File: config.mk
export PLATFORM = sky130hd
export DESIGN_NAME = png_header_inspector_top
export DESIGN_NICKNAME = d
export VERILOG_FILES = /design/src/sv/pnghi_pkg.sv /design/src/sv/png_header_inspector_top.sv
export SDC_FILE = /design/constraint.sdc
export NUM_CORES = 1
export LEC_CHECK = 0
export ABC_AREA = 1
export BUFFER_PORTS_ARGS = -buffer_cell sky130_fd_sc_hd__buf_2
export CORE_MARGIN = 8
export CORE_UTILIZATION = 30
export DETAILED_ROUTE_END_ITERATION = 16
export SYNTH_ARGS = -nofsm -noshare
export SYNTH_HDL_FRONTEND = slang
export SYNTH_SLANG_ARGS = --single-unit
File: constraint.sdc
create_clock -name clk -period 11.5 [get_ports clk]
set_input_delay 1.15 -clock clk [delete_from_list [all_inputs] [get_ports clk]]
set_output_delay 1.15 -clock clk [all_outputs]
set_load 0.005 [all_outputs]
File: src/sv/pnghi_pkg.sv
package pnghi_pkg;

  localparam int unsigned CNT_W = 6;

  localparam logic [CNT_W-1:0] SIG_BYTES       = 6'd8;
  localparam logic [CNT_W-1:0] IDX_LENGTH_END  = 6'd11;
  localparam logic [CNT_W-1:0] CRC_FIRST       = 6'd12;
  localparam logic [CNT_W-1:0] IDX_TYPE_END    = 6'd15;
  localparam logic [CNT_W-1:0] IDX_WIDTH_END   = 6'd19;
  localparam logic [CNT_W-1:0] IDX_HEIGHT_END  = 6'd23;
  localparam logic [CNT_W-1:0] IDX_SMALL_FIRST = 6'd24;
  localparam logic [CNT_W-1:0] CRC_LAST        = 6'd28;
  localparam logic [CNT_W-1:0] HDR_BYTES       = 6'd33;

  localparam logic [31:0] IHDR_LENGTH = 32'd13;
  localparam logic [31:0] TYPE_IHDR   = 32'h4948_4452;
  localparam logic [31:0] CRC_POLY    = 32'hEDB8_8320;
  localparam logic [31:0] CRC_INIT    = 32'hFFFF_FFFF;

  localparam logic [7:0] COLOR_GRAY       = 8'd0;
  localparam logic [7:0] COLOR_RGB        = 8'd2;
  localparam logic [7:0] COLOR_PALETTE    = 8'd3;
  localparam logic [7:0] COLOR_GRAY_ALPHA = 8'd4;
  localparam logic [7:0] COLOR_RGBA       = 8'd6;

  localparam logic [7:0] ILACE_MAX = 8'd1;

  localparam logic [3:0] ST_OK          = 4'd0;
  localparam logic [3:0] ST_EMPTY       = 4'd1;
  localparam logic [3:0] ST_SHORT       = 4'd2;
  localparam logic [3:0] ST_SIGNATURE   = 4'd3;
  localparam logic [3:0] ST_LENGTH      = 4'd4;
  localparam logic [3:0] ST_TYPE        = 4'd5;
  localparam logic [3:0] ST_ZERO_SIZE   = 4'd6;
  localparam logic [3:0] ST_COMPRESSION = 4'd7;
  localparam logic [3:0] ST_FILTER      = 4'd8;
  localparam logic [3:0] ST_INTERLACE   = 4'd9;
  localparam logic [3:0] ST_CRC         = 4'd10;
  localparam logic [3:0] ST_COLOR       = 4'd11;
  localparam logic [3:0] ST_DEPTH       = 4'd12;

  localparam logic CFG_IDX_CRC_BYPASS = 1'b0;

  typedef struct packed {
    logic [3:0]  pad;
    logic [7:0]  interlace_mode;
    logic [7:0]  color_kind;
    logic [7:0]  bit_depth;
    logic [31:0] image_height;
    logic [31:0] image_width;
    logic [3:0]  status;
  } result_t;

  function automatic logic [7:0] sig_byte(input logic [2:0] i);
    logic [7:0] v;
    unique case (i)
      3'd0:    v = 8'd137;
      3'd1:    v = 8'd80;
      3'd2:    v = 8'd78;
      3'd3:    v = 8'd71;
      3'd4:    v = 8'd13;
      3'd5:    v = 8'd10;
      3'd6:    v = 8'd26;
      3'd7:    v = 8'd10;
      default: v = 8'd0;
    endcase
    return v;
  endfunction

  function automatic logic [31:0] crc_byte(input logic [31:0] crc, input logic [7:0] b);
    logic [31:0] c;
    c = crc ^ {24'd0, b};
    for (int k = 0; k < 8; k++) begin
      c = c[0] ? ((c >> 1) ^ CRC_POLY) : (c >> 1);
    end
    return c;
  endfunction

  function automatic logic [3:0] pair_status(input logic [7:0] ct, input logic [7:0] bd);
    logic [3:0] st;
    case (ct) inside
      COLOR_GRAY:
        st = (bd == 8'd1 || bd == 8'd2 || bd == 8'd4 || bd == 8'd8 || bd == 8'd16)
             ? ST_OK : ST_DEPTH;
      COLOR_PALETTE:
        st = (bd == 8'd1 || bd == 8'd2 || bd == 8'd4 || bd == 8'd8) ? ST_OK : ST_DEPTH;
      COLOR_RGB, COLOR_GRAY_ALPHA, COLOR_RGBA:
        st = (bd == 8'd8 || bd == 8'd16) ? ST_OK : ST_DEPTH;
      default:
        st = ST_COLOR;
    endcase
    return st;
  endfunction

endpackage

File: src/sv/png_header_inspector_top.sv
// PNG header inspector.
// Input stream: one file byte per transfer in in_tdata[7:0]; in_tuser high
// marks a real byte (low only on an empty end marker); in_tlast ends the file.
// Output stream: one result per file in out_tdata (status, width, height,
// depth, colour type, interlace), given when header byte 33 arrives or at an
// earlier end of file. Bytes after the header are dropped until in_tlast.
// Config: APB register 0 at address 0, bit 0 = crc_bypass (skip CRC check).
// Throughput: one byte per cycle while in_tready is high; the CRC-32 takes a whole byte per cycle.
// Latency: the result is valid in the cycle after the transfer of the byte
// (or end marker) that completes it.
// Stall: a single output register holds a pending result; in_tready stays
// high while that register is empty or being read, and drops only while a
// result waits with out_tready low.
// Reset (synchronous, rst_n low): parser state, the output valid flag and
// crc_bypass clear at once (out_tdata is not reset); the block is ready in the next cycle.
module png_header_inspector_top (
  input  logic        clk,
  input  logic        rst_n,
  input  logic        in_tvalid,
  output logic        in_tready,
  input  logic [7:0]  in_tdata,   // [7:0] byte_value
  input  logic        in_tuser,   // [0] has_byte
  input  logic        in_tlast,
  output logic        out_tvalid,
  input  logic        out_tready,
  // [3:0] status, [35:4] image_width, [67:36] image_height,
  // [75:68] bit_depth, [83:76] color_kind, [91:84] interlace_mode
  output logic [95:0] out_tdata,
  input  logic        cfg_psel,
  input  logic        cfg_penable,
  input  logic        cfg_pwrite,
  input  logic [2:0]  cfg_paddr,
  input  logic [31:0] cfg_pwdata,
  output logic [31:0] cfg_prdata,
  output logic        cfg_pready
);

  logic                           crc_bypass_r;
  logic [pnghi_pkg::CNT_W-1:0]    byte_count_r, byte_count_nxt;
  logic                           header_done_r, header_done_nxt;
  logic                           signature_ok_r, signature_ok_nxt;
  logic [31:0]                    field_shift_r, field_shift_nxt;
  logic [31:0]                    chunk_length_r, chunk_length_nxt;
  logic [31:0]                    chunk_tag_r, chunk_tag_nxt;
  logic [31:0]                    width_hold_r, width_hold_nxt;
  logic [31:0]                    height_hold_r, height_hold_nxt;
  logic [39:0]                    small_fields_r, small_fields_nxt;
  logic [31:0]                    crc_running_r, crc_running_nxt;
  logic                           out_valid_r, out_valid_nxt;
  pnghi_pkg::result_t             out_data_r, out_data_nxt;

  logic                           in_fire, out_fire, cfg_write;
  logic                           emit;
  logic [pnghi_pkg::CNT_W-1:0]    idx;
  logic [7:0]                     byte_v;
  logic [7:0]                     depth, ctype, comp, filt, ilace;
  logic [3:0]                     st;

  assign in_fire    = in_tvalid & in_tready;
  assign out_fire   = out_valid_r & out_tready;
  assign in_tready  = ~out_valid_r | out_tready;
  assign out_tvalid = out_valid_r;
  assign out_tdata  = out_data_r;

  assign cfg_pready = 1'b1;
  assign cfg_write  = cfg_psel & cfg_penable & cfg_pwrite & cfg_pready;
  assign cfg_prdata = (cfg_paddr[2] == pnghi_pkg::CFG_IDX_CRC_BYPASS)
                      ? {31'd0, crc_bypass_r} : 32'd0;

  assign byte_v = in_tdata;
  assign idx    = byte_count_r;
  assign depth  = small_fields_r[39:32];
  assign ctype  = small_fields_r[31:24];
  assign comp   = small_fields_r[23:16];
  assign filt   = small_fields_r[15:8];
  assign ilace  = small_fields_r[7:0];

  always_comb begin
    byte_count_nxt   = byte_count_r;
    header_done_nxt  = header_done_r;
    signature_ok_nxt = signature_ok_r;
    field_shift_nxt  = field_shift_r;
    chunk_length_nxt = chunk_length_r;
    chunk_tag_nxt    = chunk_tag_r;
    width_hold_nxt   = width_hold_r;
    height_hold_nxt  = height_hold_r;
    small_fields_nxt = small_fields_r;
    crc_running_nxt  = crc_running_r;
    emit             = 1'b0;
    out_data_nxt     = '0;
    st               = pnghi_pkg::ST_OK;

    if (in_fire) begin
      if (in_tuser && !header_done_r) begin
        if (idx < pnghi_pkg::SIG_BYTES && byte_v != pnghi_pkg::sig_byte(idx[2:0])) begin
          signature_ok_nxt = 1'b0;
        end
        field_shift_nxt = {field_shift_r[23:0], byte_v};
        if (idx >= pnghi_pkg::CRC_FIRST && idx <= pnghi_pkg::CRC_LAST) begin
          crc_running_nxt = pnghi_pkg::crc_byte(crc_running_r, byte_v);
        end
        if (idx == pnghi_pkg::IDX_LENGTH_END) chunk_length_nxt = field_shift_nxt;
        if (idx == pnghi_pkg::IDX_TYPE_END)   chunk_tag_nxt    = field_shift_nxt;
        if (idx == pnghi_pkg::IDX_WIDTH_END)  width_hold_nxt   = field_shift_nxt;
        if (idx == pnghi_pkg::IDX_HEIGHT_END) height_hold_nxt  = field_shift_nxt;
        if (idx >= pnghi_pkg::IDX_SMALL_FIRST && idx <= pnghi_pkg::CRC_LAST) begin
          small_fields_nxt = {small_fields_r[31:0], byte_v};
        end
        byte_count_nxt = idx + 6'd1;

        if (byte_count_nxt == pnghi_pkg::HDR_BYTES) begin
          emit            = 1'b1;
          header_done_nxt = 1'b1;
          if (width_hold_r == 32'd0 || height_hold_r == 32'd0) begin
            st = pnghi_pkg::ST_ZERO_SIZE;
          end else if (comp != 8'd0) begin
            st = pnghi_pkg::ST_COMPRESSION;
          end else if (filt != 8'd0) begin
            st = pnghi_pkg::ST_FILTER;
          end else if (ilace > pnghi_pkg::ILACE_MAX) begin
            st = pnghi_pkg::ST_INTERLACE;
          end else if (!crc_bypass_r && field_shift_nxt != ~crc_running_r) begin
            st = pnghi_pkg::ST_CRC;
          end else begin
            st = pnghi_pkg::pair_status(ctype, depth);
          end

          if (!signature_ok_r) begin
            out_data_nxt.status = pnghi_pkg::ST_SIGNATURE;
          end else if (chunk_length_r != pnghi_pkg::IHDR_LENGTH) begin
            out_data_nxt.status = pnghi_pkg::ST_LENGTH;
          end else if (chunk_tag_r != pnghi_pkg::TYPE_IHDR) begin
            out_data_nxt.status = pnghi_pkg::ST_TYPE;
          end else begin
            out_data_nxt.status         = st;
            out_data_nxt.image_width    = width_hold_r;
            out_data_nxt.image_height   = height_hold_r;
            out_data_nxt.bit_depth      = depth;
            out_data_nxt.color_kind     = ctype;
            out_data_nxt.interlace_mode = ilace;
          end
        end
      end

      if (in_tlast) begin
        if (!header_done_nxt) begin
          emit         = 1'b1;
          out_data_nxt = '0;
          out_data_nxt.status = (byte_count_nxt == '0) ? pnghi_pkg::ST_EMPTY
                                                       : pnghi_pkg::ST_SHORT;
        end
        byte_count_nxt   = '0;
        header_done_nxt  = 1'b0;
        signature_ok_nxt = 1'b1;
        field_shift_nxt  = '0;
        chunk_length_nxt = '0;
        chunk_tag_nxt    = '0;
        width_hold_nxt   = '0;
        height_hold_nxt  = '0;
        small_fields_nxt = '0;
        crc_running_nxt  = pnghi_pkg::CRC_INIT;
      end
    end

    if (emit) begin
      out_valid_nxt = 1'b1;
    end else if (out_fire) begin
      out_valid_nxt = 1'b0;
    end else begin
      out_valid_nxt = out_valid_r;
    end
  end

  always_ff @(posedge clk) begin
    if (!rst_n) begin
      crc_bypass_r   <= 1'b0;
      byte_count_r   <= '0;
      header_done_r  <= 1'b0;
      signature_ok_r <= 1'b1;
      field_shift_r  <= '0;
      chunk_length_r <= '0;
      chunk_tag_r    <= '0;
      width_hold_r   <= '0;
      height_hold_r  <= '0;
      small_fields_r <= '0;
      crc_running_r  <= pnghi_pkg::CRC_INIT;
      out_valid_r    <= 1'b0;
    end else begin
      if (cfg_write && cfg_paddr[2] == pnghi_pkg::CFG_IDX_CRC_BYPASS) begin
        crc_bypass_r <= cfg_pwdata[0];
      end
      byte_count_r   <= byte_count_nxt;
      header_done_r  <= header_done_nxt;
      signature_ok_r <= signature_ok_nxt;
      field_shift_r  <= field_shift_nxt;
      chunk_length_r <= chunk_length_nxt;
      chunk_tag_r    <= chunk_tag_nxt;
      width_hold_r   <= width_hold_nxt;
      height_hold_r  <= height_hold_nxt;
      small_fields_r <= small_fields_nxt;
      crc_running_r  <= crc_running_nxt;
      out_valid_r    <= out_valid_nxt;
    end
  end

  always_ff @(posedge clk) begin
    if (emit) begin
      out_data_r <= out_data_nxt;
    end
  end

  a_done_at_full_count: assert property (@(posedge clk) disable iff (!rst_n)
    header_done_r |-> byte_count_r == pnghi_pkg::HDR_BYTES)
    else $error("header_done set with byte count other than the header length");

  a_count_bounded: assert property (@(posedge clk) disable iff (!rst_n)
    byte_count_r <= pnghi_pkg::HDR_BYTES)
    else $error("byte count ran past the header");

  a_sig_fail_needs_bytes: assert property (@(posedge clk) disable iff (!rst_n)
    !signature_ok_r |-> byte_count_r != '0)
    else $error("signature failure with no bytes seen");

  a_last_restarts: assert property (@(posedge clk) disable iff (!rst_n)
    in_fire && in_tlast |=> byte_count_r == '0 && !header_done_r
                            && crc_running_r == pnghi_pkg::CRC_INIT)
    else $error("end of file did not restart the parser");

  a_header_result: assert property (@(posedge clk) disable iff (!rst_n)
    in_fire && in_tuser && !header_done_r
      && byte_count_r == pnghi_pkg::HDR_BYTES - 6'd1
    |=> out_tvalid)
    else $error("final header byte gave no result");

endmodule
==> metrics.txt <==
peak supply drop=78.9 µV; worst-path cell chain=buf_2 -> buf_4 -> inv_2 -> buf_4 -> nor2_8 -> nor2_8 -> inv_1 -> nand2_1 -> clkinv_1 -> nor2_2 -> nand2_1 -> a21oi_1; Seq/Total Area, Yosys=0.506; CTS Hold Buffers Added=0; site row count=between 80 and 90; CTS buffer count=35; Max Freq=between 150 and 200 MHz; vias in the first global route=~12000; largest net degree at the start of global routing=110; Pwr Density=159 mW/mm²; Hold Startpoint=height_hold_r[18]$_SDFFE_PN0P_; sw frac=0.241; Int Pwr=about 0.0021 W; reported max-cap violation count=0; #FFs+latches synth=333; via count=12407; GRT overflow=0; Post-Synth Simple-Gate Area=0.245; input/output buffers=about 110; YS warnings=0; Seq pwr share=0.454; post-synthesis share of cell area spent on xor and xnor gates=0.0395; Mean Syn Cell Area=~8 µm²; Final Hold Fails=0; cell taking the most area after synthesis=dfxtp_1; gpl congestion=between 0.8 and 0.9; multiplexer share of the synthesized area=0; worst slew pin tran=~1.2 ns; register area=between 0.007 and 0.008 mm²; Initial Util=0.301; core area=0.0498 mm²; Crit Path Max Fanout=48; vias per inst=around 4.7; Worst Path Class, Setup=input pin to flip-flop; Arrival @ worst endpoint=approximately 5.7 ns; ys async rst share=0; Final Core Density=0.347; Fillers=roughly 5100; chip height=approximately 240 µm; Hold Path Class=flip-flop to flip-flop; Setup Total Neg Slack=0 ns; RSZ-0062 raised after global routing=no; DRT Wirelength=roughly 41000 µm; Commonest cells post-synth=nand2_1 (512), dfxtp_1 (241), a21oi_1 (211), inv_1 (182), nor2_1 (130); number of synthesized flops with an enable pin=slightly above 90; Post-Synth Adder-Cell Area=0.00751; Combinational Power Share=0.092; Ports=between 150 and 200; crit path launch=in_tlast; HPWL Detailed=around 29000 µm; gr usage total=0.140; # Post-CTS Setup Buffers=0; cts repair resizes=0; status=finished, final reports clean; Placed Cells=2588; H-tree Lvls=2; Worst path slowest cell=nor2_2; Area Growth Syn to Fin=15.0%; Setup WS pre-CTS=approximately 5.8 ns; ranking of synthesized cells by area=dfxtp_1 (32%), edfxtp_1 (18%), nand2_1 (13%); Leak=6.63 nW; initial drt markers=1003; Clk pwr share=0.454; min Tclk post-route=approximately 5.2 ns; clk sinks=between 300 and 400; period utilisation layout=0.456; ANT nets after route=0; Multi-input gate area=between 0.006 and 0.007 mm²; most frequent cell after synthesis=nand2_1; Slew headroom=0.207; Final setup viols=0; Worst Reg2Reg Path Length in Cells=12; post-synthesis compound-gate area fraction=0.108; ys flop type=dfxtp_1; CP max stage delay=between 1 and 1.5 ns; largest family of logic cells by synthesized area=simple AND/OR/NAND/NOR gates; Syn Inst Count=approximately 1900; Nets=around 2000; Unique masters post-synth=51; Net Switching=0.000661 W; Final WS setup=between 6 and 7 ns; initial antenna violation count=9; skew final=approximately 0.020 ns; Clock Latency Late Sink=about 0.53 ns; layout cell share with drive strength beyond 1=0.116; Non-Filler Instances=around 2700; Synth top area share=0.322; TritonCTS clock tree=done; drt drc=0; first-pass GRT wire length=roughly 65000 µm; root buf cell=clkbuf_16; Data required, critical path=11.94 ns; DR pass1 iterations=6; R2R Path Start=out_tvalid$_SDFFE_PN0P_; clk buf depth=3; Final Max Slew Viols=0; DIE WIDTH=approximately 240 µm; Die ar.=approximately 0.057 mm²; mapped cell area=roughly 0.015 mm²; type of origin of the critical path=input pin; clock slew at reported path FFs=~0.060 ns; crit path capture type=flip-flop; WL/cell=between 15 and 20 µm; hold depth=2
[area by class of cell]
cell class | count | area share
diodes | 4 | 0.000580
clock buffers | 43 | 0.0549
clock inverters | 21 | 0.0190
inverters | 190 | 0.0416
multi-input cells | 1266 | 0.356
flip-flops and latches | 333 | 0.440
well taps | 672 | 0.0487
repair buffers | 127 | 0.0389
[path summary, 6_finish.rpt]
| check | endpoint | slack [ns] |
|---|---|---|
| max reg2reg | height_hold_r[29]$_SDFFE_PN0P_ | 7.07 |
| max | height_hold_r[29]$_SDFFE_PN0P_ | 6.25 |
| min | height_hold_r[18]$_SDFFE_PN0P_ | 0.46 |
| min reg2reg | height_hold_r[18]$_SDFFE_PN0P_ | 0.46 |
[sequential cells by signal, indices dropped and copies added, names as in the netlist, named ones only]
name	count
header_done_r	1
byte_count_r	6
crc_running_r	32
out_tvalid	1
field_shift_r	24
width_hold_r	32
out_tdata	92
crc_bypass_r	1
signature_ok_r	1
chunk_length_r	32
small_fields_r	40
chunk_tag_r	32
height_hold_r	32
[logic make-up after synthesis]
family,after synthesis
adder cells (fa/ha/maj),9
AO/OA/AOI/OAI,302
flip-flops,333
other,2
AND/OR/NAND/NOR,860
XOR/XNOR,59
buffers and inverters,321
[critical path, delay by kind of cell]
family          cells  cell delay [ns]
buf+inv             6             2.26
compound gates      1             0.18
simple gates        5             2.05
[metrics by stage]
step                hold WS (ns)  power (W)  cell area [µm²]
floorplan                  0.434    0.00146            15100
global placement           0.444    0.00152            16000
detailed placement         0.452    0.00152            16000
CTS                        0.461    0.00277            17200
global route               0.475    0.00285            17200
finish                     0.460    0.00274            17300
[layout by cell type, fill, tap and decap left out, types with 3 or more instances in the layout]
cell	netlist	layout
nand2_1	512	511
dfxtp_1	241	241
a21oi_1	211	211
inv_1	182	183
nor2_1	130	127
buf_2	26	113
edfxtp_1	92	92
nor3_1	78	78
nand3_1	65	65
o21ai_0	46	46
xor2_1	38	38
conb_1	2	36
clkbuf_16	0	36
nand4_1	21	21
o211ai_1	21	21
nor4_1	18	18
xnor2_1	14	14
buf_4	43	14
a211oi_1	10	10
ha_1	9	9
nand2_2	7	8
or2_2	8	8
bufinv_16	0	8
nor2_2	5	7
inv_2	5	5
clkbuf_1	55	5
diode_2	0	4
o21ai_1	4	4
clkinv_2	0	4
inv_6	0	3
clkinv_1	3	3
xor2_2	3	3
nand3b_1	3	3
[per-layer routing]
metal,track usage,routed length (µm),vias up,share of wire
met5,0,59,-,0.0014
li1,-,-,6193,-
met2,0.230,18900,371,0.46
met3,0.0277,2810,68,0.068
met1,0.182,18200,5765,0.44
met4,0.0464,1090,10,0.026
[power by group through the flow]
stage / Combinational, W / Clock (W) / Sequential [W]
after floorplan: 0.000193 / 0 / 0.00127
after global placement: 0.000247 / 0 / 0.00127
after detailed placement: 0.000251 / 0 / 0.00127
after CTS: 0.000252 / 0.00127 / 0.00124
after global routing: 0.000282 / 0.00132 / 0.00125
final: 0.000253 / 0.00124 / 0.00124
No activity file was read; power rests on OpenSTA's default activity.
